--- src/hw/rtl/tbs_pkg.sv ---
`timescale 1ns / 1ps
package tbs_pkg;

  // Default queue depths, register reset values and counter limit
  localparam int unsigned WAIT_DEPTH_DEF  = 64;
  localparam int unsigned READY_DEPTH_DEF = 64;
  localparam logic [7:0]  DEPTH_RST       = 8'd10;
  localparam logic [15:0] SEQ_RST         = 16'd1;
  localparam logic [15:0] CNT_MAX         = 16'hFFFF;

  // Input commands
  typedef enum logic [1:0] {
    CMD_ARRIVE = 2'd0,
    CMD_TICK   = 2'd1,
    CMD_SERVE  = 2'd2,
    CMD_NONE   = 2'd3
  } tbs_cmd_e;

  // Result event kinds
  typedef enum logic [2:0] {
    EVT_ENQUEUED   = 3'd0,
    EVT_DROP_BIG   = 3'd1,
    EVT_DROP_FULL  = 3'd2,
    EVT_TOKEN_KEPT = 3'd3,
    EVT_TOKEN_DROP = 3'd4,
    EVT_MOVED      = 3'd5,
    EVT_SERVED     = 3'd6,
    EVT_NONE_READY = 3'd7
  } tbs_evt_e;

  // Controller states
  typedef enum logic [2:0] {
    ST_IDLE,
    ST_ARRIVE,
    ST_TICK,
    ST_MOVE,
    ST_SERVE
  } tbs_state_e;

  // Input item
  typedef struct packed {
    logic [1:0]  cmd;
    logic [7:0]  tokens_needed;
    logic [15:0] service_time;
  } tbs_in_t;

  // Result item
  typedef struct packed {
    logic [2:0]  event_kind;
    logic [15:0] packet_number;
    logic [7:0]  tokens_held;
    logic [15:0] packet_service_time;
    logic [15:0] token_number;
    logic [15:0] packet_drops;
    logic        last;
  } tbs_out_t;

  // Queue entries
  typedef struct packed {
    logic [15:0] seq;
    logic [7:0]  need;
    logic [15:0] svc;
  } tbs_wait_t;

  typedef struct packed {
    logic [15:0] seq;
    logic [15:0] svc;
  } tbs_rdy_t;

  // Controller to datapath commands
  typedef struct packed {
    logic capture;
    logic arrive;
    logic tick;
    logic move_emit;
    logic serve;
  } tbs_ctl_t;

  // Datapath to controller status
  typedef struct packed {
    logic move_ok;
  } tbs_sts_t;

endpackage

--- src/hw/rtl/tbs_ctrl.sv ---
`timescale 1ns / 1ps
module tbs_ctrl
  import tbs_pkg::*;
(
  input  logic       clk_i,
  input  logic       rst_ni,
  input  logic       start_i,
  input  logic [1:0] cmd_i,
  input  tbs_sts_t   sts_i,
  output tbs_ctl_t   ctl_o,
  output logic       busy_o
);

  tbs_state_e state_q, state_d;

  // State register
  always_ff @(posedge clk_i or negedge rst_ni) begin
    if (!rst_ni) begin
      state_q <= ST_IDLE;
    end else begin
      state_q <= state_d;
    end
  end

  // Next state
  always_comb begin
    state_d = state_q;
    case (state_q)
      ST_IDLE: begin
        if (start_i) begin
          case (tbs_cmd_e'(cmd_i))
            CMD_ARRIVE: state_d = ST_ARRIVE;
            CMD_TICK:   state_d = ST_TICK;
            CMD_SERVE:  state_d = ST_SERVE;
            default:    state_d = ST_IDLE;
          endcase
        end
      end
      ST_ARRIVE: state_d = ST_IDLE;
      ST_TICK:   state_d = sts_i.move_ok ? ST_MOVE : ST_IDLE;
      ST_MOVE:   state_d = ST_IDLE;
      ST_SERVE:  state_d = ST_IDLE;
      default:   state_d = ST_IDLE;
    endcase
  end

  // Outputs
  always_comb begin
    ctl_o  = '0;
    busy_o = 1'b1;
    case (state_q)
      ST_IDLE: begin
        busy_o        = 1'b0;
        ctl_o.capture = start_i;
      end
      ST_ARRIVE: ctl_o.arrive    = 1'b1;
      ST_TICK:   ctl_o.tick      = 1'b1;
      ST_MOVE:   ctl_o.move_emit = 1'b1;
      ST_SERVE:  ctl_o.serve     = 1'b1;
      default:   busy_o          = 1'b1;
    endcase
  end

endmodule

--- config.mk ---
export PLATFORM = sky130hd
export DESIGN_NAME = tbs_ctrl
export DESIGN_NICKNAME = d
export VERILOG_FILES = /design/src/hw/rtl/tbs_pkg.sv /design/src/hw/rtl/tbs_ctrl.sv
export SDC_FILE = /design/constraint.sdc
export NUM_CORES = 1
export LEC_CHECK = 0
export ABC_AREA = 1
export BUFFER_PORTS_ARGS = -buffer_cell sky130_fd_sc_hd__buf_2
export CORE_AREA = 2 2 39 41
export CTS_BUF_LIST = sky130_fd_sc_hd__clkbuf_8
export CTS_CLUSTER_SIZE = 25
export DETAILED_ROUTE_END_ITERATION = 7
export DIE_AREA = 0 0 41 43
export MAX_ROUTING_LAYER = met4
export RECOVER_POWER = 25
export SLEW_MARGIN = 30
export SYNTH_ARGS = -nofsm -noshare
export SYNTH_HDL_FRONTEND = slang
export SYNTH_SLANG_ARGS = --single-unit
--- constraint.sdc ---
create_clock -name clk_i -period 2.25 [get_ports clk_i]
set_input_delay 0.45 -clock clk_i [delete_from_list [all_inputs] [get_ports clk_i]]
set_output_delay 0.45 -clock clk_i [all_outputs]
set_load 0.01 [all_outputs]
Word-level counts from Yosys, hierarchy flattened. Cells that the tools add are included.

Bitwise operators: 0. Order comparisons: 0. Mux-type cells: 10. Shifts and indexed selects: 0. Multipliers: 0. Reduce and logical (&&, ||, !) cells: 2. Add/sub/neg operators: 0. Equality and inequality tests: 7. Div/mod/pow operators: 0.

Operators with widths (count): case mux 3 bit (3 select lines) (1); == test 3 x 2 -> 1 bit, second input constant (2); 2-to-1 mux 1 bit (6); case mux 3 bit (2 select lines) (1); == test 3 x 1 -> 1 bit, second input constant (1); == test 3 bit, second input constant (1); zero test 3 bit (1); 2-to-1 mux 3 bit (1); == test 2 x 1 -> 1 bit, second input constant (1); == test 2 bit, second input constant (1); zero test 2 bit (1); 2-to-1 mux 2 bit (1); != test 2 bit, second input constant (1).

Memory bits (read-only): 0. Memories: 0. Output and inout port bits: 6. Bits in writable memories: 0. Bits in latches: 0. Register bits: 3.

Depth between registers and ports, before layout.
Word-level depth: 4. Gate-level depth with buffers: 4. Mapped depth without buffers: 4.

Worst setup path before layout. Ideal clock, no wire load.

Path type: reg-to-output. Start: reg state_q[2]. End: out ctl_o[4] (netlist name). Slack: 952 ps. Arrival time: 848 ps. Cell stages (with the launch flop): 4. Cell sequence: dfrtp_1 -> nor2_4 -> nand2_4 -> nor2_1.

RTL lines: from (decl) (line tbs_ctrl.sv:14) `tbs_state_e state_q, state_d;`; from (signal assigned) (line tbs_ctrl.sv:21) `state_q <= state_d;`; to (decl) (line tbs_ctrl.sv:10) `output tbs_ctl_t ctl_o,`.

==> results.md <==
* RSZ-0062 raised after global routing: no
* First-pass GRT wire length at 683 um
* Reg-to-reg startpoint: state_q[2]$_DFFE_PN0P_
* Die Ht at 43 um
* Synthesized net count at 31
* Die W at 41 um
* Core area at 1380 um2
* Yosys reg bits at 3
* Largest net degree at the start of global routing at 6
* Internal power at 202 uW
* CP max-delay cell: dfrtp_1
* Routed length per instance at 7.34 um
* CTS tree: done
* Cell Rows at 14
* Endpoints failing setup at 0
* Antenna violations before repair at 0
* Post-DRT Antenna Nets at 0
* Status: finished, final reports clean
* GRT overflow at 0
* Worst-path clk slew at 30 ps
* Worst reg2reg setup slack at 1270 ps
* Crit path time final at 1570 ps
* Post-synth cell types at 12
* Syn avg cell area at 7.86 um2
* Mapped Cells at 25
* Pins Over Slew Limit at 0
* Mapped Area at 196 um2
* DRC errors left at 0
* Max Fclk at 638 MHz
* Syn. warnings at 0
* Filler Cell Count at 162
* CTS max path bufs at 2
* Area occupied by multi-input gates at 106 um2
* Share of power burned in registers at 0.241
* Max FO, Critical Path at 5
* Drt initial violations at 1
* Max cap viols at 0
* Post-cts sizing count at 0
* CP arrival at 1120 ps
* Clock share of power at 0.527
* ANT cells at 0
* Total CTS buffers at 3
* Leakage at 0.167 nW
* Fin. Hold Viols at 0
* Register Area at 75.1 um2
* R2r worst-path depth at 4
* DR vias/cell at 3.55
* First drt pass iteration count at 3
* Root Driver: clkbuf_8
* Worst R2R End: state_q[1]$_DFFE_PN0P_
* Critical Path, Cell by Cell: nor2_4 > nand2_4 > nor2_1 > buf_2
* CP Class: reg2out
* Register area share after synthesis at 0.382
* Boundary Pins at 12
* Type of origin of the critical path: flip-flop
* Total wire length at 411 um
* Port bufs at 11
* Htree depth at 1
* Critical Path RT at 1800 ps
* Slew Limit Headroom at 0.866
* Worst vdd ir at 0.210 mV
* Final worst-path cycle share at 0.697
* GP Congestion at 0.735
* Gate power share at 0.232
* Cts hold-fix bufs at 0
* Share of cells above drive strength 1 at 0.450
* Via count at 199
* Postcts setup bufs at 0
* Top reg by flops: state_q
* Sw Pwr at 78.7 uW
* Least-Margin Pin Slew at 200 ps
* Total negative slack at 0 ps
* Clk_lat worst skew at 210 ps
* Worst min path class: in2async
* Area Growth Syn to Fin at 60.5%
* Fin nets at 47
* GRT Util Overall at 0.0650
* Crit-path max cell delay at 430 ps
* Vias in the first global route at 198
* Final core occ at 0.228
* Biggest regs: state_q x3
* Layout Skew at 1.80 ps
* Die area at 1760 um2
* Initial Util at 0.142
* Power Dens Cells at 889 nW/um2
* Placed wire-length estimate at 340 um
* Element type at the critical path end: output port
* Sw Ratio at 0.281
* CTS Sinks at 3
* Largest register FFs at 3
## kinds of logic (layout without fill, tap and decap cells)
| family | Yosys count | count (layout) | synth area share |
|---|---|---|---|
| AO/OA/AOI/OAI | 2 | 2 | 0.0510 |
| AND/OR/NAND/NOR | 16 | 16 | 0.490 |
| flip-flops | 3 | 3 | 0.382 |
| buffers and inverters | 4 | 19 | 0.0764 |
## worst max-delay path by stage
stage / depth (start not counted) / end / start
6_report: 4 / ctl_o[4] / state_q[2]$_DFFE_PN0P_
5_1_grt: 4 / ctl_o[4] / state_q[2]$_DFFE_PN0P_
3_3_place_gp: 4 / ctl_o[4] / state_q[2]$_DFFE_PN0P_
2_1_floorplan: 3 / ctl_o[4] / state_q[2]$_DFFE_PN0P_
4_1_cts: 4 / ctl_o[4] / state_q[2]$_DFFE_PN0P_
3_5_place_dp: 4 / ctl_o[4] / state_q[2]$_DFFE_PN0P_
## power groups by stage
| stage | Sequential, mW | Combinational, mW | Clock, mW |
|---|---|---|---|
| 2_1_floorplan | 0.0671 | 0.0429 | 0 |
| 3_3_place_gp | 0.0681 | 0.0652 | 0 |
| 6_report | 0.0675 | 0.0651 | 0.148 |
| 4_1_cts | 0.0677 | 0.0660 | 0.153 |
| 5_1_grt | 0.0691 | 0.0717 | 0.156 |
| 3_5_place_dp | 0.0683 | 0.0657 | 0 |
## synthesized netlist by cell type
cell type	n	area, um2
inv_1	4	15.0
nand3_1	2	10.0
nor3_1	3	15.0
nor2_1	4	15.0
nand3_2	1	10.0
dfrtp_1	3	75.1
nor2_2	1	6.26
nor2_4	1	11.3
nor3_2	1	10.0
a21oi_1	2	10.0
nand2_4	1	11.3
nand2_1	2	7.51
## routing by layer
metal | wire (um) | track usage | up-vias
met5 | 0 | - | -
met3 | 56 | 0.0314 | 0
li1 | - | - | 109
met4 | 0 | 0.0800 | 0
met2 | 194 | 0.0813 | 8
met1 | 161 | 0.0617 | 82
## layout by cell type, fill, tap and decap left out, drive strengths merged
| cell type | instances |
|---|---|
| nand2 | 3 |
| dfrtp | 3 |
| buf | 10 |
| a21oi | 2 |
| nor2 | 6 |
| clkbuf | 4 |
| nor3 | 4 |
| nand3 | 3 |
| inv | 5 |
## critical path, delay by kind of cell (launching register included)
kind,cells,cell delay [ps]
simple gates,3,350
flops,1,430
buf+inv,1,130
## layout make-up
| cell class | count | area share |
|---|---|---|
| inverters | 4 | 0.0476 |
| multi-input cells | 18 | 0.337 |
| clock inverters | 1 | 0.0119 |
| well taps | 16 | 0.0635 |
| flip-flops and latches | 3 | 0.238 |
| clock buffers | 3 | 0.131 |
| repair buffers | 11 | 0.171 |
## through the flow
stage	power (mW)	std cells	hold WS [ps]	cell area [um2]	worst slack [ps]
finish	0.280	56	31.7	315	682
global placement	0.133	52	247	272	919
CTS	0.287	56	20.1	317	672
global route	0.297	56	40.4	315	608
floorplan	0.110	25	154	196	952
detailed placement	0.134	52	246	272	909
Note: power is estimated with default switching activity, not from simulation.
